File: src/rrf_pkg.sv
`default_nettype none

package rrf_pkg;

    localparam int SLOT_COUNT_DEF = 8;
    localparam int SLOT_BYTES_DEF = 32;
    localparam int LEN_W          = 7;

    typedef enum logic [1:0] {
        KIND_WR_ACK   = 2'd0,
        KIND_RD_DATA  = 2'd1,
        KIND_RD_EMPTY = 2'd2
    } kind_t;

    typedef enum logic [1:0] {
        FILL_EMPTY = 2'd0,
        FILL_USED  = 2'd1,
        FILL_FULL  = 2'd2
    } fill_t;

    typedef enum logic [1:0] {
        ERR_NONE    = 2'd0,
        ERR_DROPPED = 2'd1,
        ERR_TRUNC   = 2'd2
    } err_t;

    typedef enum logic [1:0] {
        ST_IDLE,
        ST_RD_LEN,
        ST_RD_BYTES
    } state_t;

    typedef struct packed {
        kind_t             kind;
        logic [7:0]        out_byte;
        logic              end_of_run;
        logic [LEN_W-1:0]  record_length;
        fill_t             fill_status;
        err_t              error;
    } res_t;

endpackage

`default_nettype wire

File: src/record_ring_fifo.sv
// Ring buffer of SLOT_COUNT record slots of SLOT_BYTES bytes each, with a
// stored length per slot. Each input transfer is either one byte of a record
// being written (last marks the final byte, which commits the slot) or a
// request to read the oldest record. A write byte gives one acknowledge; bytes
// past SLOT_BYTES are discarded and flagged, and a record that starts while
// the ring is full is dropped whole and flagged. One slot always stays unused,
// so full means SLOT_COUNT-1 records. A read of a non-empty ring holds off
// input until its last byte is issued (a stored length of zero counts as one
// byte): the accept cycle looks up the length memory, the RD_LEN state latches
// it, then the record memory read port streams one byte per cycle while the
// output queue has room; result back-pressure stalls it. A read of an empty
// ring is refused with an empty-kind result. Results pass through a two-entry
// output queue, so input keeps flowing while a result waits downstream. The
// memories need no initialization after reset.
`default_nettype none

module record_ring_fifo #(
    parameter int SLOT_COUNT = rrf_pkg::SLOT_COUNT_DEF,
    parameter int SLOT_BYTES = rrf_pkg::SLOT_BYTES_DEF
) (
    input  wire logic                     clk,
    input  wire logic                     rst_n,
    input  wire logic                     in_valid,
    output      logic                     in_stall,
    input  wire logic                     op,
    input  wire logic [7:0]               data_byte,
    input  wire logic                     last,
    output      logic                     out_valid,
    input  wire logic                     out_stall,
    output      logic [1:0]               kind,
    output      logic [7:0]               out_byte,
    output      logic                     end_of_run,
    output      logic [rrf_pkg::LEN_W-1:0] record_length,
    output      logic [1:0]               fill_status,
    output      logic [1:0]               error
);

    import rrf_pkg::*;

    localparam int SLOT_W = $clog2(SLOT_COUNT);
    localparam int CNT_W  = $clog2(SLOT_BYTES + 1);
    localparam int DEPTH  = SLOT_COUNT * SLOT_BYTES;
    localparam int ADDR_W = $clog2(DEPTH);

    function automatic logic [SLOT_W-1:0] next_slot(input logic [SLOT_W-1:0] s);
        return (s == SLOT_W'(SLOT_COUNT - 1)) ? '0 : s + 1'b1;
    endfunction

    function automatic logic [ADDR_W-1:0] slot_base(input logic [SLOT_W-1:0] s);
        return ADDR_W'(ADDR_W'(s) * ADDR_W'(SLOT_BYTES));
    endfunction

    state_t              state_reg, state_next;
    logic [SLOT_W-1:0]   write_slot_reg, write_slot_next;
    logic [SLOT_W-1:0]   read_slot_reg, read_slot_next;
    fill_t               status_reg, status_next;
    logic [CNT_W-1:0]    wcount_reg, wcount_next;
    logic                dropping_reg, dropping_next;
    logic [ADDR_W-1:0]   rd_base_reg, rd_base_next;
    fill_t               rd_status_reg, rd_status_next;
    logic [CNT_W-1:0]    rd_len_reg, rd_len_next;
    logic [CNT_W-1:0]    rd_idx_reg, rd_idx_next;
    logic                s1_valid_reg, s1_valid_next;
    logic                s1_ram_reg, s1_ram_next;
    res_t                s1_res_reg, s1_res_next;
    res_t                fifo_reg [2];
    logic                wr_ptr_reg, rd_ptr_reg;
    logic [1:0]          count_reg;

    logic                rec_we, rec_re;
    logic [ADDR_W-1:0]   rec_waddr, rec_raddr;
    logic [7:0]          rec_rdata;
    logic                len_we, len_re;
    logic [SLOT_W-1:0]   len_waddr, len_raddr;
    logic [CNT_W-1:0]    len_wdata, len_rdata, len_clip;

    logic                in_accept, pop, push, credit;
    logic [2:0]          occupancy;
    logic                rd_last, start_drop, wr_full, rd_empty;
    logic [SLOT_W-1:0]   ws_adv, rs_adv;
    logic [CNT_W-1:0]    wc_inc;
    res_t                push_res, head;

    rrf_ram #(.WIDTH(8), .DEPTH(DEPTH)) u_rec_ram (
        .clk   (clk),
        .we    (rec_we),
        .waddr (rec_waddr),
        .wdata (data_byte),
        .re    (rec_re),
        .raddr (rec_raddr),
        .rdata (rec_rdata)
    );

    rrf_ram #(.WIDTH(CNT_W), .DEPTH(SLOT_COUNT)) u_len_ram (
        .clk   (clk),
        .we    (len_we),
        .waddr (len_waddr),
        .wdata (len_wdata),
        .re    (len_re),
        .raddr (len_raddr),
        .rdata (len_rdata)
    );

    // queue space, counting the result stage and this cycle's pop
    assign pop       = out_valid && !out_stall;
    assign push      = s1_valid_reg;
    assign occupancy = {1'b0, count_reg} + {2'b00, s1_valid_reg};
    assign credit    = occupancy < (pop ? 3'd3 : 3'd2);
    assign in_stall  = (state_reg != ST_IDLE) || !credit;
    assign in_accept = in_valid && !in_stall;

    assign ws_adv     = next_slot(write_slot_reg);
    assign rs_adv     = next_slot(read_slot_reg);
    assign wr_full    = next_slot(ws_adv) == read_slot_reg;
    assign rd_empty   = rs_adv == write_slot_reg;
    assign start_drop = (wcount_reg == '0) && !dropping_reg && (status_reg == FILL_FULL);
    assign wc_inc     = wcount_reg + 1'b1;
    assign len_clip   = (len_rdata > CNT_W'(SLOT_BYTES)) ? CNT_W'(SLOT_BYTES) : len_rdata;
    assign rd_last    = (rd_len_reg == '0) || (rd_idx_reg + 1'b1 == rd_len_reg);

    always_comb
    begin
        state_next = state_reg;
        unique case (state_reg)
            ST_IDLE:
            begin
                if (in_accept && op && (status_reg != FILL_EMPTY))
                begin
                    state_next = ST_RD_LEN;
                end
            end
            ST_RD_LEN:
            begin
                state_next = ST_RD_BYTES;
            end
            ST_RD_BYTES:
            begin
                if (credit && rd_last)
                begin
                    state_next = ST_IDLE;
                end
            end
            default:
            begin
                state_next = ST_IDLE;
            end
        endcase
    end

    always_comb
    begin
        write_slot_next = write_slot_reg;
        read_slot_next  = read_slot_reg;
        status_next     = status_reg;
        wcount_next     = wcount_reg;
        dropping_next   = dropping_reg;
        rd_base_next    = rd_base_reg;
        rd_status_next  = rd_status_reg;
        rd_len_next     = rd_len_reg;
        rd_idx_next     = rd_idx_reg;
        s1_valid_next   = 1'b0;
        s1_ram_next     = 1'b0;
        s1_res_next     = s1_res_reg;
        rec_we          = 1'b0;
        rec_waddr       = slot_base(write_slot_reg) + ADDR_W'(wcount_reg);
        rec_re          = 1'b0;
        rec_raddr       = rd_base_reg + ADDR_W'(rd_idx_reg);
        len_we          = 1'b0;
        len_waddr       = write_slot_reg;
        len_wdata       = wcount_reg;
        len_re          = 1'b0;
        len_raddr       = read_slot_reg;

        unique case (state_reg)
            ST_IDLE:
            begin
                if (in_accept && !op)
                begin
                    s1_valid_next          = 1'b1;
                    s1_res_next.kind       = KIND_WR_ACK;
                    s1_res_next.out_byte   = '0;
                    s1_res_next.end_of_run = 1'b1;
                    if (dropping_reg || start_drop)
                    begin
                        s1_res_next.error         = ERR_DROPPED;
                        s1_res_next.record_length = '0;
                        s1_res_next.fill_status   = status_reg;
                        dropping_next             = !last;
                    end
                    else
                    begin
                        if (wcount_reg < CNT_W'(SLOT_BYTES))
                        begin
                            rec_we                = 1'b1;
                            len_wdata             = wc_inc;
                            wcount_next           = wc_inc;
                            s1_res_next.error     = ERR_NONE;
                        end
                        else
                        begin
                            s1_res_next.error     = ERR_TRUNC;
                        end
                        s1_res_next.record_length = LEN_W'(len_wdata);
                        s1_res_next.fill_status   = status_reg;
                        if (last)
                        begin
                            len_we                  = 1'b1;
                            write_slot_next         = ws_adv;
                            status_next             = wr_full ? FILL_FULL : FILL_USED;
                            wcount_next             = '0;
                            s1_res_next.fill_status = wr_full ? FILL_FULL : FILL_USED;
                        end
                    end
                end
                else if (in_accept && (status_reg == FILL_EMPTY))
                begin
                    s1_valid_next             = 1'b1;
                    s1_res_next.kind          = KIND_RD_EMPTY;
                    s1_res_next.out_byte      = '0;
                    s1_res_next.end_of_run    = 1'b1;
                    s1_res_next.record_length = '0;
                    s1_res_next.fill_status   = FILL_EMPTY;
                    s1_res_next.error         = ERR_NONE;
                end
                else if (in_accept)
                begin
                    len_re         = 1'b1;
                    read_slot_next = rs_adv;
                    status_next    = rd_empty ? FILL_EMPTY : FILL_USED;
                    rd_status_next = rd_empty ? FILL_EMPTY : FILL_USED;
                    rd_base_next   = slot_base(read_slot_reg);
                end
            end
            ST_RD_LEN:
            begin
                rd_len_next = len_clip;
                rd_idx_next = '0;
            end
            ST_RD_BYTES:
            begin
                if (credit)
                begin
                    s1_valid_next             = 1'b1;
                    s1_res_next.kind          = KIND_RD_DATA;
                    s1_res_next.out_byte      = '0;
                    s1_res_next.end_of_run    = rd_last;
                    s1_res_next.record_length = LEN_W'(rd_len_reg);
                    s1_res_next.fill_status   = rd_status_reg;
                    s1_res_next.error         = ERR_NONE;
                    rd_idx_next               = rd_idx_reg + 1'b1;
                    if (rd_len_reg != '0)
                    begin
                        rec_re      = 1'b1;
                        s1_ram_next = 1'b1;
                    end
                end
            end
            default:
            begin
            end
        endcase
    end

    always_comb
    begin
        push_res = s1_res_reg;
        if (s1_ram_reg)
        begin
            push_res.out_byte = rec_rdata;
        end
    end

    always_ff @(posedge clk or negedge rst_n)
    begin
        if (!rst_n)
        begin
            state_reg      <= ST_IDLE;
            write_slot_reg <= '0;
            read_slot_reg  <= '0;
            status_reg     <= FILL_EMPTY;
            wcount_reg     <= '0;
            dropping_reg   <= 1'b0;
            s1_valid_reg   <= 1'b0;
            s1_ram_reg     <= 1'b0;
            wr_ptr_reg     <= 1'b0;
            rd_ptr_reg     <= 1'b0;
            count_reg      <= '0;
        end
        else
        begin
            state_reg      <= state_next;
            write_slot_reg <= write_slot_next;
            read_slot_reg  <= read_slot_next;
            status_reg     <= status_next;
            wcount_reg     <= wcount_next;
            dropping_reg   <= dropping_next;
            s1_valid_reg   <= s1_valid_next;
            s1_ram_reg     <= s1_ram_next;
            if (push)
            begin
                wr_ptr_reg <= !wr_ptr_reg;
            end
            if (pop)
            begin
                rd_ptr_reg <= !rd_ptr_reg;
            end
            count_reg <= count_reg + {1'b0, push} - {1'b0, pop};
        end
    end

    always_ff @(posedge clk)
    begin
        rd_base_reg   <= rd_base_next;
        rd_status_reg <= rd_status_next;
        rd_len_reg    <= rd_len_next;
        rd_idx_reg    <= rd_idx_next;
        s1_res_reg    <= s1_res_next;
        if (push)
        begin
            fifo_reg[wr_ptr_reg] <= push_res;
        end
    end

    assign head          = fifo_reg[rd_ptr_reg];
    assign out_valid     = count_reg != '0;
    assign kind          = head.kind;
    assign out_byte      = head.out_byte;
    assign end_of_run    = head.end_of_run;
    assign record_length = head.record_length;
    assign fill_status   = head.fill_status;
    assign error         = head.error;

    // result stage always finds a free queue entry
    a_queue_space: assert property (@(posedge clk) disable iff (!rst_n)
        s1_valid_reg |-> (count_reg != 2'd2))
        else $error("result pushed into full output queue");

    a_full_gap: assert property (@(posedge clk) disable iff (!rst_n)
        (status_reg == FILL_FULL) |-> (next_slot(write_slot_reg) == read_slot_reg))
        else $error("full status without one free slot");

    a_empty_ptrs: assert property (@(posedge clk) disable iff (!rst_n)
        (status_reg == FILL_EMPTY) |-> (read_slot_reg == write_slot_reg))
        else $error("empty status with pointers apart");

    a_read_holds_input: assert property (@(posedge clk) disable iff (!rst_n)
        (state_reg == ST_IDLE) && in_valid && !in_stall && op && (status_reg != FILL_EMPTY)
        |=> in_stall ##1 in_stall)
        else $error("input taken during record read");

endmodule

`default_nettype wire

File: src/rrf_ram.sv
`default_nettype none

module rrf_ram #(
    parameter int WIDTH = 8,
    parameter int DEPTH = 256
) (
    input  wire logic                     clk,
    input  wire logic                     we,
    input  wire logic [$clog2(DEPTH)-1:0] waddr,
    input  wire logic [WIDTH-1:0]         wdata,
    input  wire logic                     re,
    input  wire logic [$clog2(DEPTH)-1:0] raddr,
    output      logic [WIDTH-1:0]         rdata
);

    logic [WIDTH-1:0] mem_reg [DEPTH];

    always_ff @(posedge clk)
    begin
        if (we)
        begin
            mem_reg[waddr] <= wdata;
        end
        if (re)
        begin
            rdata <= mem_reg[raddr];
        end
    end

endmodule

`default_nettype wire
File: config.mk
export PLATFORM = sky130hd
export DESIGN_NAME = record_ring_fifo
export DESIGN_NICKNAME = d
export VERILOG_FILES = /design/src/rrf_pkg.sv /design/src/record_ring_fifo.sv /design/src/rrf_ram.sv
export SDC_FILE = /design/constraint.sdc
export NUM_CORES = 2
export LEC_CHECK = 0
export ABC_AREA = 0
export BUFFER_PORTS_ARGS = -buffer_cell sky130_fd_sc_hd__clkbuf_2
export CAP_MARGIN = 20
export CORE_AREA = 2 2 382 384
export DETAILED_ROUTE_END_ITERATION = 8
export DIE_AREA = 0 0 384 386
export PLACE_DENSITY = 0.79
export REMOVE_ABC_BUFFERS = 1
export SKIP_LAST_GASP = 1
export SLEW_MARGIN = 40
export SYNTH_ARGS = -nofsm -noshare
export SYNTH_HDL_FRONTEND = slang
export SYNTH_SLANG_ARGS = --single-unit
File: constraint.sdc
create_clock -name clk -period 3.33 [get_ports clk]
set_input_delay 0.1665 -clock clk [delete_from_list [all_inputs] [get_ports clk]]
set_output_delay 0.1665 -clock clk [all_outputs]
set_load 0.005 [all_outputs]
Word level (Yosys, flattened, before mapping)
Memories as Yosys holds them, arrays and structs flattened. A register that Yosys moved wholly into a read port is not among the register bits.
Cells that the tools add are included.
Word-level totals
  memories kept: 3
  output and inout bits: 24
  memory bits (writable): 2140
  bits of input ports: 14
  word-level logic and storage cells: 147
  register bits after elaboration: 62
Memory list
  u_rec_ram.mem_reg: depth 256, bits a word 8, read ports 1, clocked after Yosys merged registers in 1, write ports 1, line rrf_ram.sv:16  | logic [WIDTH-1:0] mem_reg [DEPTH];
  u_len_ram.mem_reg: depth 8, bits a word 6, read ports 1, clocked after Yosys merged registers in 1, write ports 1, line rrf_ram.sv:16
  fifo_reg: depth 2, bits a word 22, read ports 1, clocked after Yosys merged registers in 0, write ports 1, line record_ring_fifo.sv:66  | res_t fifo_reg [2];
Operators by class
  bitwise logic cells: 3
  order comparisons: 3
  reductions and logical operators: 39
  add/subtract/negate cells: 10
  eq/ne operators: 15
  muxes and demuxes: 53
Operator list (number)
  22-bit 2-to-1 mux: 3
  22-bit case mux with 2 select lines: 1
  6-bit 2-to-1 mux: 6
  1-bit 2-to-1 mux: 26
  2-bit 2-to-1 mux: 9
  8-bit by 6-bit adder with 8-bit output: 2
  6-bit by 1-bit adder with 6-bit output (second input constant): 2
  6-bit zero test: 2
  6-bit case mux with 2 select lines: 1
  4-bit AND reduction: 3
  2-bit nonzero test: 6
  10-bit 2-to-1 mux: 1
  2-bit inequality test (second input constant): 5
  3-bit by 1-bit adder with 3-bit output (second input constant): 3
  3-bit == test (second input constant): 3
  1-bit logical AND: 9
  3-bit 2-to-1 mux: 3
  3-bit AND reduction: 3
  1-bit zero test: 8
  8-bit 2-to-1 mux: 1
  3-bit == test: 2
  6-bit == test: 1
  6-bit > comparator (second input constant): 1
  6-bit < comparator (second input constant): 1
  14 further kinds: 21

Longest topological paths before layout
  depth after elaboration: 13
  mapped depth: 12

Hierarchy
Synthesis repeated with hierarchy kept, for this count alone.
Unflattened totals
  cell total of the unflattened synthesis: 4140
  area, all modules: 86115.1 sq um
Modules (own cells, without submodules)
  rrf_ram (u_rec_ram): sequential area each 61739.2 sq um, cells an instance 3733, times used 1, area an instance 79636.4 sq um
  record_ring_fifo: sequential area each 2707.6 sq um, cells an instance 319, times used 1, area an instance 4396.7 sq um
  rrf_ram (u_len_ram): sequential area each 1621.6 sq um, cells an instance 88, times used 1, area an instance 2082.0 sq um

Worst setup path before layout
Ideal clock, no wire load.
  path type: register to register
  start point: reg count_reg[0]
  end point: mem u_rec_ram.mem_reg[102][0], enable pin
  cell stages (with the launch flop): 9
  clock period less this slack: 2924 ps
  slack: 406 ps
  data required time: 2960 ps
  buffers on the path: 1
  arrival time: 2554 ps
  cells stage by stage: dfrtp_1 ha_1 ha_1 o21ai_1 or4b_1 nor4_2 nand2_1 buf_2 nor2_1
Between the ends
  longest elaborated chain between the ends: 13
  elaborated cells between the ends (all ways): 14
  classes of those cells: 1 x add/sub; 1 x order compare; 5 x mux; 7 x reduce/logical
Ends and longest elaborated chain
  start: declaration: line record_ring_fifo.sv:68  | logic [1:0] count_reg;
  start signal: assignment: line record_ring_fifo.sv:307  | count_reg <= count_reg + {1'b0, push} - {1'b0, pop};
  2-bit nonzero test: line record_ring_fifo.sv:325  | assign out_valid = count_reg != '0;
  1-bit logical AND: line record_ring_fifo.sv:105  | assign pop = out_valid && !out_stall;
  1-bit 2-to-1 mux: line record_ring_fifo.sv:108  | assign credit = occupancy < (pop ? 3'd3 : 3'd2);
  3-bit by 2-bit < comparator with 1-bit output (*): line record_ring_fifo.sv:108
  1-bit zero test (*): line record_ring_fifo.sv:109  | assign in_stall = (state_reg != ST_IDLE) || !credit;
  1-bit logical OR (*): line record_ring_fifo.sv:109
  1-bit zero test (*): line record_ring_fifo.sv:110  | assign in_accept = in_valid && !in_stall;
  1-bit logical AND (*): line record_ring_fifo.sv:110
  1-bit logical AND (*): line record_ring_fifo.sv:177  | if (in_accept && !op)
  1-bit 2-to-1 mux (*): line record_ring_fifo.sv:177
  1-bit 2-to-1 mux (*): line record_ring_fifo.sv:174  | unique case (state_reg)
  1-bit 2-to-1 mux (*): line rrf_ram.sv:20  | if (we)
  1-bit 2-to-1 mux (not written as such) (*): line rrf_ram.sv:22  | mem_reg[waddr] <= wdata;
  end: declaration: line rrf_ram.sv:16
Mark *: on every way between the ends. The rest lies on a longest branch, timed or not.

Worst setup path after layout
  start point: reg rd_idx_reg[0]
  end point: reg u_rec_ram.rdata[0] (read register of u_rec_ram.mem_reg) (data pin)
Between the ends
  longest elaborated chain between the ends: 1
Ends and longest elaborated chain
  start: declaration: line record_ring_fifo.sv:62  | logic [CNT_W-1:0] rd_idx_reg, rd_idx_next;
  start signal: assignment: line record_ring_fifo.sv:316  | rd_idx_reg <= rd_idx_next;
  8-bit by 6-bit adder with 8-bit output: line record_ring_fifo.sv:167  | rec_raddr = rd_base_reg + ADDR_W'(rd_idx_reg);
  end: declaration: line rrf_ram.sv:13  | output logic [WIDTH-1:0] rdata
Every way passes these cells.
A chain may end at the register's enable or synchronous reset.

==> run_results.csv <==
group,metric,value,unit
clocking,clockRootBuffer,"clkbuf_16",
timing,hold_viol,0,
worst_setup_path,critical_path_class,"register to register",
clocking,clk_path_buf_depth,3,
yosys,yosysWarningCount,0,
yosys,synth_area,0.0860,mm²
timing,fmax,295,MHz
worst_setup_path,worstPathCellList,"buf_4 -> buf_12 -> buf_12 -> mux4_2 -> a22oi_1 -> a21oi_1 -> nor4_2 -> buf_4 -> nor4_1",
run_status,violations,"negative setup slack",
pwr,vdd_ir_drop_max,0.771,mV
final_layout,area_growth,15.1,%
timing,setup_slack,-0.0592,ns
pwr,seqPwrFrac,0.405,
yosys,synth.distinct_cells,82,
drt,avgViaCountPerCell,6.85,
timing,min_period_over_period,1.02,
run,maxCapViolations,0,
drt,ant_nets,0,
worst_setup_path,cp_num_buf_inv,4,
grt,first_global_vias,46391,
worst_setup_path,cp-end-kind,"register",
drt,wl_per_cell,32.5,µm
drt,drc_errors,0,
timing,min_period,3.39,ns
die,initial_core_util,0.595,
pwr,power.internal,54100,µW
timing,report.final.slew_viol_count,0,
clocking,clock-sinks,2204,
timing,worst_pin_slew,0.859,ns
yosys,synthCells,4171,
final_layout,nets,4747,
yosys,synthFlopType,"edfxtp_1",
pwr,p_per_area,790,mW/mm²
timing,relSlewSlack,0.428,
grt,grt_usage,0.301,
grt,grt_pass1_wl,319000,µm
timing,whs,0.0531,ns
die,die_x,384,µm
pwr,p_sw_frac,0.309,
worst_setup_path,crit_required,3.94,ns
final_layout,largest_reg_flops,2048,
grt,grt-ovfl-total,0,
grt,grt_max_degree,111,
worst_setup_path,cp.arrival,4.00,ns
clocking,ctsHtreeMaxLevel,4,
place,port_buffers,36,
yosys,ys_ff_latch,2204,
drt,dr_total_vias,46606,
drt,drt-total-wl,221000,µm
place,dpl_cell_area,0.0920,mm²
final_layout,drive_above_1_share,0.293,
worst_setup_path,max_stage_delay,0.62,ns
drt,met3_length,26900,µm
pwr,design_power_total,78300,µW
clocking,cts_setup_buffers,0,
grt,antenna_found_initial,4,
yosys,syn_avg_cell_area,20.6,µm²
yosys,synth-edff-count,2181,
clocking,clk_latency,0.87,ns
timing,setup_tns,-0.0592,ns
pwr,leakage,0.0321,µW
timing,finalClockSkew,0.0516,ns
pwr,p_switching,24200,µW
drt,firstDrtPassIters,9,
drt,top_layer,"met5",
die,die_y,386,µm
yosys,yosysSeqAreaShare,0.768,
worst_setup_path,cp_slowest_cell,"nor4_2",
die,rows,140,
place,dpl.hpwl,133000,µm
timing,setup_viol,1,
worst_setup_path,crit_fanout,25,
yosys,async_reset_ff_frac,0.0104,
worst_setup_path,start_kind,"register",
place,gp_routability_congestion,0.935,
die,ioPinCount,38,
pwr,pwr-share-clk,0.297,
clocking,cts_buffers,201,
worst_setup_path,cp_top_family,"buffers and inverters",
die,die_area,0.148,mm²
drt,drt_iter0_markers,7360,
drt,wl_met2,104000,µm
clocking,cts_tree,"built",
clocking,cts.clk_slew.worst_paths,0.07,ns
drt,met1_length,77400,µm
die,fp.coreArea,0.145,mm²
final_layout,final_area,0.0990,mm²
pwr,p_comb_frac,0.298,
run_status,status,"finished, violations left",
min_path,hold_path.class,"primary input to register",
routing by layer:
layer / GRT usage / vias up
met5: 0 / -
met4: 0.156 / 2
met3: 0.0740 / 677
met2: 0.463 / 3729
met1: 0.404 / 23853
li1: - / 18345
cells in the mapped netlist, types with 6 or more instances:
| cell | instances | area, µm² |
|---|---|---|
| a211oi_1 | 24 | 180 |
| mux2_2 | 45 | 507 |
| nor4_1 | 19 | 119 |
| buf_4 | 38 | 285 |
| and2_1 | 20 | 125 |
| o221ai_1 | 17 | 149 |
| a21oi_1 | 68 | 340 |
| o22ai_1 | 35 | 219 |
| nor2b_1 | 37 | 231 |
| buf_2 | 66 | 330 |
| dfrtp_1 | 23 | 576 |
| edfxtp_1 | 2181 | 65500 |
| inv_1 | 10 | 37.5 |
| ha_1 | 18 | 225 |
| nor2_1 | 324 | 1220 |
| buf_6 | 37 | 417 |
| a31oi_1 | 12 | 75.1 |
| nand3_1 | 18 | 90.1 |
| xor2_1 | 9 | 78.8 |
| nand4_1 | 10 | 62.6 |
| or3_1 | 6 | 37.5 |
| nand2b_1 | 17 | 106 |
| o32ai_1 | 6 | 52.6 |
| buf_1 | 11 | 41.3 |
| mux2i_1 | 121 | 1210 |
| a221oi_1 | 22 | 193 |
| o21ai_0 | 28 | 140 |
| and3_1 | 6 | 37.5 |
| clkbuf_1 | 92 | 345 |
| nand2_1 | 107 | 402 |
| mux4_2 | 462 | 10400 |
| a22o_1 | 27 | 236 |
| xnor2_1 | 22 | 193 |
| a22oi_1 | 109 | 818 |
| nor3_1 | 22 | 110 |
cell type report:
type / count / area, µm²
antenna: 2 / 5.00
clock buffer: 242 / 5200
clock inverter: 130 / 1450
fill: 8285 / 45500
inverter: 12 / 45.0
multi-input combinational: 1708 / 18600
sequential: 2204 / 66100
tap: 1917 / 2400
timing repair buffer: 588 / 5190
path summary, 6_finish.rpt:
check / cells after the start / startpoint / to / slack [ns]
worst max-delay path: 9 / rd_idx_reg[0]$_SDFFCE_PN0P_ / u_rec_ram.rdata[0]$_DFFE_PP_ / -0.06
worst min-delay path: 1 / data_byte[4] / u_rec_ram.mem_reg[39][4]$_DFFE_PP_ / 0.05
worst max register to register: 9 / rd_idx_reg[0]$_SDFFCE_PN0P_ / u_rec_ram.rdata[0]$_DFFE_PP_ / -0.06
worst min register to register: 0 / push_res[2]$_DFFE_PP_ / fifo_reg[0][2]$_DFFE_PP_ / 0.46
max in group asynchronous: 4 / rst_n / wcount_reg[3]$_DFFE_PN0P_ / 2.83
min in group asynchronous: 4 / rst_n / dropping_reg$_DFFE_PN0P_ / 0.33
power by group through the flow:
stage	Clock, µW	Sequential (µW)	Combinational [µW]
floorplan	0	32900	8170
detailed placement	0	32200	22400
CTS	23400	31600	22900
finish	23300	31700	23300
global route	24400	31700	24200
global placement	0	32200	22000
metrics by stage:
stage / util / setup slack [ns] / cells
after floorplan: - / -16.87 / 3924
after global placement: 0.637 / -0.154 / 6412
after detailed placement: 0.637 / -0.160 / 6412
after CTS: 0.684 / -0.00523 / 6798
after global routing: 0.685 / -0.0107 / 6801
final: 0.685 / -0.0592 / 6803
cell families (layout without fill, tap and decap cells):
| family | count (synthesis) | count (layout) | share of synthesized area |
|---|---|---|---|
| flip-flops | 2204 | 2204 | 0.768 |
| AND/OR/NAND/NOR | 621 | 621 | 0.0331 |
| AO/OA/AOI/OAI | 407 | 407 | 0.0340 |
| adder cells (fa/ha/maj) | 18 | 18 | 0.00262 |
| multiplexers | 630 | 630 | 0.142 |
| XOR/XNOR | 31 | 31 | 0.00316 |
| other | 1 | 3 | 0.0000436 |
| buffers and inverters | 259 | 972 | 0.0176 |
repair_timing:
| item | CTS | global route |
|---|---|---|
| hold buffers | 14 | 1 |
| gates resized for setup | 5 | 13 |
| endpoints found under the setup margin | 5 | 71 |
| hold endpoints to repair | 207 | 29 |
| pin swaps | 0 | 1 |
cell usage in the layout, fill, tap and decap left out, drive strengths merged, types with 24 or more instances in the layout:
master,count
edfxtp,2181
a211oi,24
clkbuf,278
a22o,27
o21ai,30
o22ai,35
mux4,464
a22oi,109
nor2b,37
mux2,45
nor2,325
a21oi,68
mux2i,121
nand2,108
clkinv,90
buf,538
Power figures use the tool's default switching activity.
